File: src/rtl/core/qrr_pkg.sv
package qrr_pkg;

  localparam int MAX_PROCS = 8;
  localparam int IDX_W     = $clog2(MAX_PROCS);
  localparam int CNT_W     = $clog2(MAX_PROCS + 1);

  localparam int ID_W   = 8;
  localparam int PRI_W  = 8;
  localparam int USED_W = 13;
  localparam int REM_W  = 12;
  localparam int Q_W    = 8;
  localparam int KIND_W = 2;

  localparam logic [USED_W-1:0] USED_MAX      = '1;
  localparam logic [Q_W-1:0]    QUANTUM_RESET = 8'd10;

  // input function codes
  localparam logic FUNC_LOAD = 1'b0;
  localparam logic FUNC_TICK = 1'b1;

  // result kinds
  localparam logic [KIND_W-1:0] KIND_LOAD_OK   = 2'd0;
  localparam logic [KIND_W-1:0] KIND_LOAD_FULL = 2'd1;
  localparam logic [KIND_W-1:0] KIND_SLICE     = 2'd2;
  localparam logic [KIND_W-1:0] KIND_IDLE      = 2'd3;

  // configuration register indexes
  localparam int CFG_IDX_W = 1;
  localparam int CFG_DAT_W = 8;
  localparam logic [CFG_IDX_W-1:0] CFG_QUANTUM  = 1'd0;
  localparam logic [CFG_IDX_W-1:0] CFG_PRI_MODE = 1'd1;

  typedef struct packed {
    logic [ID_W-1:0]   id;
    logic [PRI_W-1:0]  pri;
    logic [USED_W-1:0] used;
    logic [REM_W-1:0]  rem;
  } entry_t;

  // controller -> datapath
  typedef struct packed {
    logic latch;   // capture input item
    logic eval;    // search / read table
    logic commit;  // update table, load result register
  } cmd_t;

  // datapath -> controller
  typedef struct packed {
    logic out_free;  // result register can take a new result
  } stat_t;

endpackage

File: src/rtl/core/qrr_in_if.sv
interface qrr_in_if;
  import qrr_pkg::*;

  logic             valid;
  logic             ready;
  logic             func;
  logic [PRI_W-1:0] priority_req;
  logic [REM_W-1:0] need_time;

  modport source (output valid, output func, output priority_req, output need_time,
                  input ready);
  modport sink   (input valid, input func, input priority_req, input need_time,
                  output ready);
endinterface

File: src/rtl/core/qrr_out_if.sv
interface qrr_out_if;
  import qrr_pkg::*;

  logic              valid;
  logic              ready;
  logic [KIND_W-1:0] kind;
  logic [ID_W-1:0]   process_id;
  logic [PRI_W-1:0]  served_priority;
  logic [USED_W-1:0] used_time;
  logic [REM_W-1:0]  remaining_time;
  logic              finished;

  modport source (output valid, output kind, output process_id, output served_priority,
                  output used_time, output remaining_time, output finished,
                  input ready);
  modport sink   (input valid, input kind, input process_id, input served_priority,
                  input used_time, input remaining_time, input finished,
                  output ready);
endinterface

File: src/rtl/core/qrr_ctrl.sv
module qrr_ctrl
  import qrr_pkg::*;
(
  input  logic  clk,
  input  logic  rst_n,
  input  logic  in_valid,
  output logic  in_ready,
  input  stat_t stat,
  output cmd_t  cmd
);

  localparam logic [1:0] ST_IDLE   = 2'd0;
  localparam logic [1:0] ST_EVAL   = 2'd1;
  localparam logic [1:0] ST_COMMIT = 2'd2;

  logic [1:0] state_r, state_nxt;

  assign in_ready   = (state_r == ST_IDLE);
  assign cmd.latch  = (state_r == ST_IDLE) && in_valid;
  assign cmd.eval   = (state_r == ST_EVAL);
  assign cmd.commit = (state_r == ST_COMMIT) && stat.out_free;

  always_comb begin
    state_nxt = state_r;
    unique case (state_r)
      ST_IDLE:   if (in_valid) state_nxt = ST_EVAL;
      ST_EVAL:   state_nxt = ST_COMMIT;
      ST_COMMIT: if (stat.out_free) state_nxt = ST_IDLE;
      default:   state_nxt = ST_IDLE;
    endcase
  end

  always_ff @(posedge clk) begin
    if (!rst_n) begin
      state_r <= ST_IDLE;
    end else begin
      state_r <= state_nxt;
    end
  end

`ifndef SYNTHESIS
  // an accepted item goes straight from latch to evaluation
  a_latch_to_eval: assert property (@(posedge clk) disable iff (!rst_n)
    cmd.latch |=> cmd.eval)
    else $error("accepted item not evaluated");

  a_commit_frees: assert property (@(posedge clk) disable iff (!rst_n)
    cmd.commit |=> in_ready)
    else $error("controller did not return to idle after commit");

  a_one_cmd: assert property (@(posedge clk) disable iff (!rst_n)
    $onehot0({cmd.latch, cmd.eval, cmd.commit}))
    else $error("overlapping datapath commands");
`endif

endmodule

File: src/rtl/core/qrr_datapath.sv
module qrr_datapath
  import qrr_pkg::*;
(
  input  logic                 clk,
  input  logic                 rst_n,
  input  cmd_t                 cmd,
  output stat_t                stat,
  input  logic                 in_func,
  input  logic [PRI_W-1:0]     in_priority_req,
  input  logic [REM_W-1:0]     in_need_time,
  input  logic                 cfg_we,
  input  logic [CFG_IDX_W-1:0] cfg_idx,
  input  logic [CFG_DAT_W-1:0] cfg_wdata,
  output logic                 out_valid,
  input  logic                 out_ready,
  output logic [KIND_W-1:0]    out_kind,
  output logic [ID_W-1:0]      out_process_id,
  output logic [PRI_W-1:0]     out_served_priority,
  output logic [USED_W-1:0]    out_used_time,
  output logic [REM_W-1:0]     out_remaining_time,
  output logic                 out_finished
);

  // configuration
  logic [Q_W-1:0] quantum_r;
  logic           pri_mode_r;

  // table and control state
  entry_t            tbl_r [MAX_PROCS];
  logic [CNT_W-1:0]  count_r, count_nxt;
  logic [IDX_W-1:0]  ptr_r, ptr_nxt;
  logic [ID_W-1:0]   next_id_r;

  // captured item and evaluation results
  logic              func_r;
  logic [PRI_W-1:0]  pri_r;
  logic [REM_W-1:0]  need_r;
  logic [IDX_W-1:0]  pos_r;
  entry_t            rd_r;

  // result register
  logic              out_valid_r;
  logic [KIND_W-1:0] kind_r;
  logic [ID_W-1:0]   pid_r;
  logic [PRI_W-1:0]  spri_r;
  logic [USED_W-1:0] used_r;
  logic [REM_W-1:0]  rem_r;
  logic              fin_r;

  logic              full;
  logic              empty;
  logic [IDX_W-1:0]  srch_pos;
  logic              srch_hit;
  logic [IDX_W-1:0]  eval_pos;
  logic              done;
  logic [USED_W:0]   used_sum;
  logic [USED_W-1:0] used_upd;
  logic [CNT_W-1:0]  slice_nxt;

  assign full  = (count_r == CNT_W'(MAX_PROCS));
  assign empty = (count_r == '0);
  assign stat.out_free = !out_valid_r || out_ready;

  // first entry with lower priority than the new one
  always_comb begin
    srch_pos = '0;
    srch_hit = 1'b0;
    for (int k = MAX_PROCS - 1; k >= 0; k--) begin
      if ((CNT_W'(k) < count_r) && (tbl_r[k].pri < pri_r)) begin
        srch_pos = IDX_W'(k);
        srch_hit = 1'b1;
      end
    end
  end

  // insert position for a load, or the served slot for a tick (stray pointer restarts at 0)
  always_comb begin
    if (func_r == FUNC_LOAD) begin
      eval_pos = (pri_mode_r && srch_hit) ? srch_pos : count_r[IDX_W-1:0];
    end else begin
      eval_pos = (CNT_W'(ptr_r) >= count_r) ? '0 : ptr_r;
    end
  end

  assign done     = ({1'b0, rd_r.rem} <= (REM_W + 1)'(quantum_r));
  assign used_sum = {1'b0, rd_r.used} + (USED_W + 1)'(quantum_r);
  assign used_upd = used_sum[USED_W] ? USED_MAX : used_sum[USED_W-1:0];

  always_comb begin
    count_nxt = done ? count_r - 1'b1 : count_r;
    slice_nxt = done ? CNT_W'(pos_r) : CNT_W'(pos_r) + 1'b1;
    if (slice_nxt >= count_nxt) slice_nxt = '0;
    ptr_nxt = slice_nxt[IDX_W-1:0];
  end

  always_ff @(posedge clk) begin
    if (!rst_n) begin
      quantum_r  <= QUANTUM_RESET;
      pri_mode_r <= 1'b0;
    end else if (cfg_we) begin
      unique case (cfg_idx)
        CFG_QUANTUM:  quantum_r  <= cfg_wdata[Q_W-1:0];
        CFG_PRI_MODE: pri_mode_r <= cfg_wdata[0];
        default: ;
      endcase
    end
  end

  // item capture and table read
  always_ff @(posedge clk) begin
    if (cmd.latch) begin
      func_r <= in_func;
      pri_r  <= in_priority_req;
      need_r <= in_need_time;
    end
    if (cmd.eval) begin
      pos_r <= eval_pos;
      rd_r  <= tbl_r[eval_pos];
    end
  end

  // table update
  always_ff @(posedge clk) begin
    if (cmd.commit && !(func_r == FUNC_LOAD && full) && !(func_r == FUNC_TICK && empty)) begin
      if (func_r == FUNC_LOAD) begin
        for (int k = 0; k < MAX_PROCS; k++) begin
          if (IDX_W'(k) == pos_r) begin
            tbl_r[k] <= '{id: next_id_r, pri: pri_r, used: '0, rem: need_r};
          end else if ((IDX_W'(k) > pos_r) && (CNT_W'(k) <= count_r) && (k > 0)) begin
            tbl_r[k] <= tbl_r[(k > 0) ? k - 1 : 0];
          end
        end
      end else if (done) begin
        for (int k = 0; k < MAX_PROCS - 1; k++) begin
          if ((IDX_W'(k) >= pos_r) && (CNT_W'(k + 1) < count_r)) begin
            tbl_r[k] <= tbl_r[k + 1];
          end
        end
      end else begin
        tbl_r[pos_r].used <= used_upd;
        tbl_r[pos_r].rem  <= rd_r.rem - REM_W'(quantum_r);
      end
    end
  end

  always_ff @(posedge clk) begin
    if (!rst_n) begin
      count_r   <= '0;
      ptr_r     <= '0;
      next_id_r <= '0;
    end else if (cmd.commit) begin
      if (func_r == FUNC_LOAD) begin
        if (!full) begin
          count_r   <= count_r + 1'b1;
          next_id_r <= next_id_r + 1'b1;
          if ((pos_r < ptr_r) && (CNT_W'(ptr_r) < count_r)) ptr_r <= ptr_r + 1'b1;
        end
      end else if (empty) begin
        ptr_r <= '0;
      end else begin
        count_r <= count_nxt;
        ptr_r   <= ptr_nxt;
      end
    end
  end

  // result register
  always_ff @(posedge clk) begin
    if (!rst_n) begin
      out_valid_r <= 1'b0;
    end else if (cmd.commit) begin
      out_valid_r <= 1'b1;
    end else if (out_ready) begin
      out_valid_r <= 1'b0;
    end
  end

  always_ff @(posedge clk) begin
    if (cmd.commit) begin
      pid_r  <= '0;
      spri_r <= '0;
      used_r <= '0;
      rem_r  <= '0;
      fin_r  <= 1'b0;
      if (func_r == FUNC_LOAD) begin
        kind_r <= full ? KIND_LOAD_FULL : KIND_LOAD_OK;
        if (!full) pid_r <= next_id_r;
      end else if (empty) begin
        kind_r <= KIND_IDLE;
      end else begin
        kind_r <= KIND_SLICE;
        pid_r  <= rd_r.id;
        spri_r <= rd_r.pri;
        used_r <= rd_r.used;
        rem_r  <= rd_r.rem;
        fin_r  <= done;
      end
    end
  end

  assign out_valid           = out_valid_r;
  assign out_kind            = kind_r;
  assign out_process_id      = pid_r;
  assign out_served_priority = spri_r;
  assign out_used_time       = used_r;
  assign out_remaining_time  = rem_r;
  assign out_finished        = fin_r;

`ifndef SYNTHESIS
  a_count_bound: assert property (@(posedge clk) disable iff (!rst_n)
    count_r <= CNT_W'(MAX_PROCS))
    else $error("entry count above table size");

  a_ptr_in_table: assert property (@(posedge clk) disable iff (!rst_n)
    (ptr_r == '0) || (CNT_W'(ptr_r) < count_r))
    else $error("serve pointer outside occupied entries");

  a_commit_shows: assert property (@(posedge clk) disable iff (!rst_n)
    cmd.commit |=> out_valid_r)
    else $error("commit without result");
`endif

endmodule

File: src/rtl/core/quantum_round_robin_scheduler.sv
// Round-robin time-slice scheduler over an 8-entry process table. Each input
// transfer is either a load (func 0: add a process with priority_req and
// need_time) or a tick (func 1: run one quantum on the entry under the
// rotating pointer); every input transfer yields exactly one output transfer.
// Each item passes through three steps: capture, table
// search/read (single read of the served slot, parallel priority compare for
// inserts), then commit, where the whole table shifts in a single update for an
// insert or removal and the result register loads. The commit stalls while
// an earlier result still waits on out_ch.ready; a new item is taken as soon
// as the previous one has committed. Configuration (quantum, priority_mode)
// must be written via cfg_we/cfg_idx/cfg_wdata only while no item is in flight;
// the block does not enforce this. Table entries need no clearing pass after reset.
module quantum_round_robin_scheduler
  import qrr_pkg::*;
(
  input  logic                 clk,
  input  logic                 rst_n,
  qrr_in_if.sink               in_ch,
  qrr_out_if.source            out_ch,
  input  logic                 cfg_we,
  input  logic [CFG_IDX_W-1:0] cfg_idx,
  input  logic [CFG_DAT_W-1:0] cfg_wdata
);

  cmd_t  cmd;   // sequencer commands
  stat_t stat;  // datapath status

  // sequencer: accept, evaluate, commit
  qrr_ctrl u_ctrl (
    .clk      (clk),
    .rst_n    (rst_n),
    .in_valid (in_ch.valid),
    .in_ready (in_ch.ready),
    .stat     (stat),
    .cmd      (cmd)
  );

  // process table, pointer, id counter, config and result register
  qrr_datapath u_dp (
    .clk                 (clk),
    .rst_n               (rst_n),
    .cmd                 (cmd),
    .stat                (stat),
    .in_func             (in_ch.func),
    .in_priority_req     (in_ch.priority_req),
    .in_need_time        (in_ch.need_time),
    .cfg_we              (cfg_we),
    .cfg_idx             (cfg_idx),
    .cfg_wdata           (cfg_wdata),
    .out_valid           (out_ch.valid),
    .out_ready           (out_ch.ready),
    .out_kind            (out_ch.kind),
    .out_process_id      (out_ch.process_id),
    .out_served_priority (out_ch.served_priority),
    .out_used_time       (out_ch.used_time),
    .out_remaining_time  (out_ch.remaining_time),
    .out_finished        (out_ch.finished)
  );

endmodule
File: src/flat_wrapper.sv
// flat-port wrapper written by rule: the top's interface ports become plain ports
module quantum_round_robin_scheduler_flat import qrr_pkg::*;
  (clk, rst_n, cfg_we, cfg_idx, cfg_wdata, in_ch_valid, in_ch_func, in_ch_priority_req, in_ch_need_time, in_ch_ready, out_ch_valid, out_ch_kind, out_ch_process_id, out_ch_served_priority, out_ch_used_time, out_ch_remaining_time, out_ch_finished, out_ch_ready);
  qrr_in_if in_ch_i ();
  qrr_out_if out_ch_i ();
  input  logic clk;
  input  logic rst_n;
  input  logic cfg_we;
  input  logic [CFG_IDX_W-1:0] cfg_idx;
  input  logic [CFG_DAT_W-1:0] cfg_wdata;
  input wire logic [$bits(in_ch_i.valid)-1:0] in_ch_valid;
  input wire logic [$bits(in_ch_i.func)-1:0] in_ch_func;
  input wire logic [$bits(in_ch_i.priority_req)-1:0] in_ch_priority_req;
  input wire logic [$bits(in_ch_i.need_time)-1:0] in_ch_need_time;
  output wire logic [$bits(in_ch_i.ready)-1:0] in_ch_ready;
  output wire logic [$bits(out_ch_i.valid)-1:0] out_ch_valid;
  output wire logic [$bits(out_ch_i.kind)-1:0] out_ch_kind;
  output wire logic [$bits(out_ch_i.process_id)-1:0] out_ch_process_id;
  output wire logic [$bits(out_ch_i.served_priority)-1:0] out_ch_served_priority;
  output wire logic [$bits(out_ch_i.used_time)-1:0] out_ch_used_time;
  output wire logic [$bits(out_ch_i.remaining_time)-1:0] out_ch_remaining_time;
  output wire logic [$bits(out_ch_i.finished)-1:0] out_ch_finished;
  input wire logic [$bits(out_ch_i.ready)-1:0] out_ch_ready;
  assign in_ch_i.valid = in_ch_valid;
  assign in_ch_i.func = in_ch_func;
  assign in_ch_i.priority_req = in_ch_priority_req;
  assign in_ch_i.need_time = in_ch_need_time;
  assign in_ch_ready = in_ch_i.ready;
  assign out_ch_valid = out_ch_i.valid;
  assign out_ch_kind = out_ch_i.kind;
  assign out_ch_process_id = out_ch_i.process_id;
  assign out_ch_served_priority = out_ch_i.served_priority;
  assign out_ch_used_time = out_ch_i.used_time;
  assign out_ch_remaining_time = out_ch_i.remaining_time;
  assign out_ch_finished = out_ch_i.finished;
  assign out_ch_i.ready = out_ch_ready;
  quantum_round_robin_scheduler u_core (.clk(clk), .rst_n(rst_n), .in_ch(in_ch_i), .out_ch(out_ch_i), .cfg_we(cfg_we), .cfg_idx(cfg_idx), .cfg_wdata(cfg_wdata));
endmodule
File: config.mk
export PLATFORM = sky130hd
export DESIGN_NAME = quantum_round_robin_scheduler_flat
export DESIGN_NICKNAME = d
export VERILOG_FILES = /design/src/rtl/core/qrr_pkg.sv /design/src/rtl/core/qrr_in_if.sv /design/src/rtl/core/qrr_out_if.sv /design/src/rtl/core/qrr_ctrl.sv /design/src/rtl/core/qrr_datapath.sv /design/src/rtl/core/quantum_round_robin_scheduler.sv /design/src/flat_wrapper.sv
export SDC_FILE = /design/constraint.sdc
export NUM_CORES = 1
export LEC_CHECK = 0
export BUFFER_PORTS_ARGS = -buffer_cell sky130_fd_sc_hd__buf_2
export CELL_PAD_IN_SITES_DETAIL_PLACEMENT = 1
export CELL_PAD_IN_SITES_GLOBAL_PLACEMENT = 2
export CORE_MARGIN = 5
export CORE_UTILIZATION = 43
export DETAILED_ROUTE_END_ITERATION = 16
export PLACE_DENSITY = 0.85
export REMOVE_ABC_BUFFERS = 1
export SYNTH_ARGS = -nofsm -noshare
export SYNTH_HDL_FRONTEND = slang
export SYNTH_SLANG_ARGS = --single-unit
File: constraint.sdc
create_clock -name clk -period 6.5 [get_ports clk]
set_input_delay 1.3 -clock clk [delete_from_list [all_inputs] [get_ports clk]]
set_output_delay 1.3 -clock clk [all_outputs]
set_load 0.005 [all_outputs]
* Word level (Yosys, flattened, before mapping) *
Memory sizes are Yosys's and may differ from the RTL's. A register that Yosys moved wholly into a read port is not among the register bits.
Cells that the tools add are included.

word-level totals
  register bits = 95
  latch bits = 0
  bits in writable memories = 328
  bits in read-only memories = 0
  bits of input ports = 35
  output and inout port bits = 46
  logic and storage cells = 309
  memories kept = 1

cells by class
  add/subtract/negate cells = 7
  $mul = 0
  divide/modulo/power cells = 0
  magnitude comparators = 42
  equal/unequal tests = 14
  shift-type cells = 0
  multiplexer cells = 164
  bitwise logic cells = 17
  reductions and logical operators = 47

memory list
  memory             depth  bits a word  rd ports  clocked after memory_dff  wr ports  line                source
  u_core.u_dp.tbl_r  8      41           9         1                         8         qrr_datapath.sv:29  entry_t tbl_r [MAX_PROCS];

operators with widths
  operator               number
  $mux W41               15
  $mux W1                118
  $lt A8 B8 Y1           8
  $mux W3                17
  $reduce_or A41 Y1      1
  $logic_and A1 B1 Y1    30
  $mux W8                3
  $mux W4                5
  $le A3 B4 Y1 const A   4
  $lt A3 B4 Y1 const A   4
  $add A13 B8 Y14        1
  $or A1 B1 Y1           14
  $mux W13               1
  $eq A3 B3 Y1 const A   4
  $gt A3 B3 Y1 const A   4
  $le A12 B8 Y1          1
  $sub A12 B8 Y12        1
  $ge A3 B3 Y1 const A   3
  $reduce_and A3 Y1      3
  $add A8 B1 Y8 const B  1
  $le A2 B4 Y1 const A   2
  $lt A1 B4 Y1 const A   2
  $lt A2 B4 Y1 const A   2
  $mux W2                4
  other kinds (29)       43

* Longest topological paths before layout *
Gate-level depths: netlist of run 1.
An unclocked memory read counts as a cell.

  depth after elaboration = 14
  depth in mapped cells = 16
  depth with buffers taken out = 16

* By module *
Synthesis of run 1 repeated with hierarchy kept, for this count alone.

second synthesis, totals
  cells, all modules = 2,483
  area total of the unflattened synthesis = 26,684.3 µm²

by module, submodules not included
  module        times used  cells each  area an instance (µm²)  seq. area each (µm²)
  qrr_datapath  1           2,473       26,581.7                13,623.1
  qrr_ctrl      1           10          102.6                   40.0

* Least setup slack after synthesis of run 1 *
OpenSTA, ideal clock, no wires.

  path kind = input -> register
  from = input port out_ch_ready
  to = memory u_core.u_dp.tbl_r[5][0] (netlist bit) (enable)
  library setup time = 386 ps
  arrival = 4,641 ps
  required time = 6,114 ps
  path slack = 1,474 ps
  cell stages on the path = 7
  path buffers = 1
  cell sequence = nand2b_1 -> nor2b_1 -> buf_2 -> and2_1 -> nand3_1 -> o21ai_0 -> nand2b_1

RTL lines
  element          line                source
  start, declared  flat_wrapper.sv:23  input wire logic [$bits(out_ch_i.ready)-1:0] out_ch_ready;
  end, declared    qrr_datapath.sv:29

==> impl_metrics.yaml, run 1 <==
hold_path:
  min_path_type: "reg -> reg"
  hold_depth: 2
  hold_end: "u_core.u_dp.quantum_r[7]"
  hp-start: "u_core.u_dp.quantum_r[7]"
routing:
  first_pass_iters: 6
  drc: 0
  drtIter0Drc: 2495
  viasPerCell: 6.49
  wire_per_inst_um: 29.2
  vias: 21400
  routed_wl_um: 96400
  antenna_left: 0
global_routing:
  grt_pass1_wl_um: 143000
  antenna_found_initial: 0
  overflow: 0
  first_global_vias: 22400
  grt.total_usage_pct: 27.4
  grt_max_degree: 122
synth:
  synth_cell_types: 84
  synth_compound_area_share_pct: 16.1
  syn_area_um2: 27100
  synth_top_family_by_area: "compound AO/OA/AOI/OAI gates"
  syn_inst: 2403
  synth_seq_area_share_pct: 50.4
  async_flop_share_pct: 0
  synth-edff-count: 437
  yosysTopAreaCell: "edfxtp_1"
  synth_area_leaders: "edfxtp_1 (48%), mux2i_1 (12%), ha_1 (4.2%), nand2_1 (3.6%), o21ai_0 (2.7%)"
  synth-xor-area-share_pct: 0.776
  ys_ff_latch: 464
  netlist.area_leader.share_pct: 48.4
  synth-simple-area-share_pct: 9.84
  muxShareOfSynthArea_pct: 13.8
  yosysWarnings: 0
  synth_ff_type: "edfxtp_1"
  synthAdderAreaFrac_pct: 4.30
  syn_area_per_cell_um2: 11.3
clock_tree:
  cts_buffer_depth: 3
  cts_root_buf: "clkbuf_16"
  cts_tree: "built"
  clock_latency_ns: 0.63
  cts_setup_buffers: 0
  cts-resized-gates: 0
  clkTransAtPathRegs_ns: 0.07
  cts_sinks: 464
  cts_buffers: 53
  h-tree-depth: 2
  holdBufCountCts: 0
cells_and_area:
  num_antenna_cells: 0
  area_growth_pct: 10.5
  final_util_pct: 47.7
  fin_area_um2: 29900
  layout-drive-gt1-share_pct: 12.8
  nets: 2540
  fin_cells: 3300
  nFillCells: 6629
die:
  initial_core_util_pct: 43.2
  dieArea_um2: 68100
  core_um2: 62700
  die_y_um: 261
  rows: 92
  io_pins: 81
  die_x_um: 261
run:
  maxCapViolCount: 0
timing:
  hold_viol_final: 0
  setup_viol: 0
  finalCritPeriodShare_pct: 72.2
  whs_ns: 0.517
  slew_viol_final: 0
  max_freq_mhz: 213
  relSlewSlack_pct: 24.2
  period_needed_ns: 4.69
  fin_setup_tns_ns: 0
  finalClockSkew_ns: 0.0401
  tightest_slew_ns: 1.14
  rsz0062_at_grt: "no"
setup_path:
  required_ns: 6.89
  crit_arrival_ns: 5.08
  end_kind: "flop"
  ff2ff_path_depth: 14
  critPathKind: "reg -> reg"
  start_kind: "flop"
  slowest_stage: "nand2_1"
  path_cells: "inv_1 > ha_1 > fa_1 > nand2b_1 > a21oi_1 > o21ai_1 > a21oi_1 > o22ai_2 > nand3_1 > o21ba_1 > o21bai_2 > buf_4 > nand2_1 > buf_4"
  crit_family: "compound AO/OA/AOI/OAI gates"
  crit_cells: 14
  r2r_slack_ns: 1.81
  r2r_end: "u_core.u_dp.tbl_r[3][17]"
  slowest_delay_ns: 0.59
  path_buf_inv: 3
  worstReg2RegStart: "u_core.u_dp.rd_r[0]"
  path_max_fanout: 19
power:
  p_switching_w: 0.00157
  p_int_w: 0.00518
  power_frac_clock_pct: 45.9
  seqPwrFrac_pct: 49.3
  p_comb_share_pct: 4.8
  p_per_area_nw_per_um2: 225
  ir_worst_vdd_uv: 231
  p_leak_nw: 12.2
  sw_frac_of_total_pct: 23.2
placed_design:
  gp_congestion: 0.883
  place.port_buffers: 80
  dp_hpwl_um: 58800
  placed_area_um2: 28200
  place_inst: 3204
run_status:
  status: "completed"
## cell usage in the layout (no fill, tap or decap), types with 30 or more instances in the layout
cell type  count
buf_4         52
mux2_2        52
inv_1         70
buf_2         80
a211oi_1      30
mux2i_1      315
clkbuf_16     54
ha_1          90
o21ai_1       48
a222oi_1      54
a31oi_1       30
a21oi_1       38
and2_1        41
a22oi_1       70
o22ai_1       52
nor2_1       122
o21ai_0      145
nor2b_1       38
edfxtp_1     437
nand2_1      261
## how the worst max path moves through the flow
stage / startpoint / slack (ns) / to
floorplan: out_ch_ready / -3.54 / u_core.u_dp.tbl_r[0][10]
global placement: out_ch_ready / 1.87 / u_core.u_dp.tbl_r[3][14]
detailed placement: out_ch_ready / 1.79 / u_core.u_dp.tbl_r[3][17]
CTS: u_core.u_dp.rd_r[0] / 1.89 / u_core.u_dp.tbl_r[3][17]
global route: u_core.u_dp.rd_r[0] / 1.52 / u_core.u_dp.tbl_r[3][17]
finish: u_core.u_dp.rd_r[0] / 1.81 / u_core.u_dp.tbl_r[3][17]
## cells by family (layout without fill, tap and decap cells)
logic type	Yosys count	count (layout)
DFF	464	464
muxes	367	367
and+or+nand+nor	574	574
adders and majority gates	92	92
buffers and inverters	256	307
AOI/OAI and AO/OA	626	626
xor gates and xnor gates	24	24
## synth_stat cells (all sizes together), types with 6 or more instances
library cell / n
a22oi: 71
a311o: 12
nand2b: 16
clkbuf: 90
mux2: 52
nor2b: 40
a21boi: 13
a222oi: 54
o211ai: 17
o21ai: 197
ha: 90
or2: 6
inv: 74
xor2: 6
and3: 18
a31oi: 30
buf: 92
a22o: 9
a211o: 9
nand3: 15
a221oi: 14
dfxtp: 27
a2111oi: 6
o22ai: 54
nand2: 261
nor3: 18
a21oi: 42
mux2i: 315
nor2: 125
nand4: 12
o31ai: 9
a211oi: 31
o21a: 6
and2: 42
o32ai: 24
xnor2: 18
edfxtp: 437
## power groups by stage
| stage | clock, W | sequential [W] | combinational, W |
|---|---|---|---|
| finish | 0.00310 | 0.00333 | 0.000325 |
| global route | 0.00327 | 0.00333 | 0.000354 |
| CTS | 0.00314 | 0.00332 | 0.000324 |
| detailed placement | 0 | 0.00339 | 0.000321 |
| global placement | 0 | 0.00339 | 0.000307 |
| floorplan | 0 | 0.00337 | 0.000200 |
## registers in the layout, summed over array words and instances, names as in the netlist, 8 cells and up
register / count
u_core.u_dp.out_used_time: 13
u_core.u_dp.rd_r: 41
u_core.u_dp.out_served_priority: 8
u_core.u_dp.out_remaining_time: 12
u_core.u_dp.pri_r: 8
u_core.u_dp.need_r: 12
u_core.u_dp.next_id_r: 8
u_core.u_dp.out_process_id: 8
u_core.u_dp.tbl_r: 328
u_core.u_dp.quantum_r: 8
## final cells by class
cell class	count	area [um2]	share of cell area, %
Clock buffer	63	1390	4.63
Clock inverter	33	363	1.21
Inverter	74	278	0.928
Multi-Input combinational cell	1683	12300	41.1
Sequential cell	464	13700	45.7
Tap cell	846	1060	3.54
Timing Repair Buffer	137	891	2.98
## tightest hold or removal path, stage by stage, from the launching register on
cell	delay (ns)
dfxtp_1	0.34
nand2_1	0.07
a21boi_0	0.07
## routing by layer
| layer | up-vias | share of wire, % | track usage [%] |
|---|---|---|---|
| li1 | 9247 | - | - |
| met1 | 10900 | 40 | 35.4 |
| met2 | 987 | 48 | 46.4 |
| met3 | 237 | 7.4 | 4.16 |
| met4 | 0 | 4.3 | 11.3 |
| met5 | - | 0 | 0 |
## stage by stage
| step | setup slack [ns] | total power (W) |
|---|---|---|
| floorplan | -3.54 | 0.00357 |
| global placement | 1.87 | 0.00369 |
| detailed placement | 1.79 | 0.00371 |
| CTS | 1.89 | 0.00678 |
| global route | 1.52 | 0.00695 |
| finish | 1.81 | 0.00675 |
(Power assumes the default switching activity.)
==> inputs of run 2 (changes only) <==
CORE_UTILIZATION = 39   (was 43)
PLACE_DENSITY = 0.82   (was 0.85)
clock period = 4 ns   (was 6.5 ns; I/O delays follow)
==> impl_metrics.yaml, run 2 (synthesis gave the netlist of run 1 again) <==
routing:
  drc: 0
  routed_wl_um: 100000
  viasPerCell: 6.30
  antenna_left: 0
  wire_per_inst_um: 29.1
  vias: 21700
  drtIter0Drc: 2528
  first_pass_iters: 6
hold_path:
  hp-start: "in_ch_need_time[3]"
  min_path_type: "in -> reg"
  hold_end: "u_core.u_dp.need_r[3]"
  hold_depth: 1
power:
  p_leak_nw: 12.6
  ir_worst_vdd_uv: 431
  power.total_w: 0.0114
  p_per_area_nw_per_um2: 367
timing:
  max_freq_mhz: 264
  finalCritPeriodShare_pct: 94.6
  finalClockSkew_ns: 0.0367
  setup_viol: 0
  slew_viol_final: 0
  tightest_slew_ns: 0.914
  fin_ws_ns: 0.216
  hold_viol_final: 0
  period_needed_ns: 3.78
  relSlewSlack_pct: 39.1
  rsz0062_at_grt: "no"
clock_tree:
  clkTransAtPathRegs_ns: 0.06
  holdBufCountCts: 0
  clock_latency_ns: 0.63
  cts_sinks: 464
  cts_tree: "built"
  cts_root_buf: "clkbuf_16"
  cts_buffers: 54
  cts_buffer_depth: 3
  h-tree-depth: 2
setup_path:
  required_ns: 4.37
  critPathKind: "reg -> reg"
  path_max_fanout: 32
  r2r_end: "u_core.u_dp.rd_r[22]"
  crit_arrival_ns: 4.16
  worstReg2RegStart: "u_core.u_dp.pri_r[6]"
  start_kind: "flop"
  ff2ff_path_depth: 12
  r2r_slack_ns: 0.22
  end_kind: "flop"
run:
  maxCapViolCount: 0
cells_and_area:
  layout_commonest_cell: "edfxtp_1"
  nets: 2599
  largest_register: "u_core.u_dp.tbl_r"
  num_antenna_cells: 0
  fin_cells: 3447
  largest_reg_flops: 328
  area_growth_pct: 14.3
  final_cell_mix: "edfxtp_1 (437), mux2i_1 (315), nand2_1 (260)"
  layout-drive-gt1-share_pct: 15.4
global_routing:
  first_global_vias: 22700
  antenna_found_initial: 1
  grt_max_degree: 61
  grt_pass1_wl_um: 146000
  grt.total_usage_pct: 25.8
  overflow: 0
die:
  io_pins: 81
  die_y_um: 274
  rows: 96
  die_x_um: 274
  initial_core_util_pct: 39.4
  dieArea_um2: 74800
  core_um2: 68700
placed_design:
  detailedPlace.worstSlack_ns: 0.211
  place.port_buffers: 80
  place_inst: 3347
  dp_hpwl_um: 61800
  gp_congestion: 0.875
run_status:
  status: "completed"
run 2: cell types whose count changed in the layout (fill, tap and decap cells not counted), moves of 3 or more:
cell       change
clkinv_2       -5
buf_4         +33
clkinv_4       +3
bufinv_16      +3
clkbuf_8       +5
buf_12        +25
clkinv_1       -4
run 2: layout make-up:
type,count,area (um2)
flip-flops and latches,464,13700
fillers,7411,37700
repair buffers,195,1640
well taps,931,1160
clock buffers,68,1480
multi-input cells,1683,12300
clock inverters,32,444
inverters,74,278
run 2: power breakdown:
group	switching, W	leakage, nW	internal [W]
registers	0.0000621	4.40	0.00532
logic	0.000366	7.29	0.000197
clock network	0.00217	0.924	0.00326
total	0.00260	12.6	0.00878
run 2: what timing repair did:
action,4_1_cts,5_1_grt
gates resized for setup,0,3
setup endpoints to repair,0,3
buffers inserted,0,0
run 2: worst max-delay path by stage:
stage,endpoint,cells after the start,from
6_report,u_core.u_dp.rd_r[22],12,u_core.u_dp.pri_r[6]
2_1_floorplan,u_core.u_dp.tbl_r[0][10],7,out_ch_ready
3_3_place_gp,u_core.u_dp.rd_r[22],12,u_core.u_dp.pri_r[4]
4_1_cts,u_core.u_dp.rd_r[22],12,u_core.u_dp.pri_r[4]
3_5_place_dp,u_core.u_dp.rd_r[0],12,u_core.u_dp.pri_r[4]
5_1_grt,u_core.u_dp.ptr_r[0],16,u_core.u_dp.rd_r[0]
run 2: stage by stage:
stage	hold slack [ns]	utilization, %	cell area (um2)	TNS, ns
global placement	0.484	42.3	29000	0
detailed placement	0.506	42.3	29000	0
finish	0.341	45.1	31000	0
global route	0.321	45.1	31000	0
CTS	0.313	45.1	31000	0
floorplan	0.461	-	26100	-2232.65
run 2: critical path: stages, from the launching register on:
cell and delay (ns):
edfxtp_1 0.41, inv_1 0.34, ha_1 0.23, nand4_1 0.22, nor3_1 0.53, a2111oi_4 0.13, o41ai_2 0.43, a32oi_4 0.21
buf_12 0.24, buf_12 0.20, mux2i_1 0.17, mux2i_1 0.11, mux2_2 0.30
run 2: layer usage:
| metal | vias up | part of all wire, % | global-route usage (%) |
|---|---|---|---|
| met1 | 11000 | 41 | 33.7 |
| li1 | 9378 | - | - |
| met3 | 277 | 7.5 | 4.18 |
| met5 | - | 0.0070 | 0 |
| met4 | 2 | 4.8 | 11.2 |
| met2 | 1020 | 47 | 42.7 |
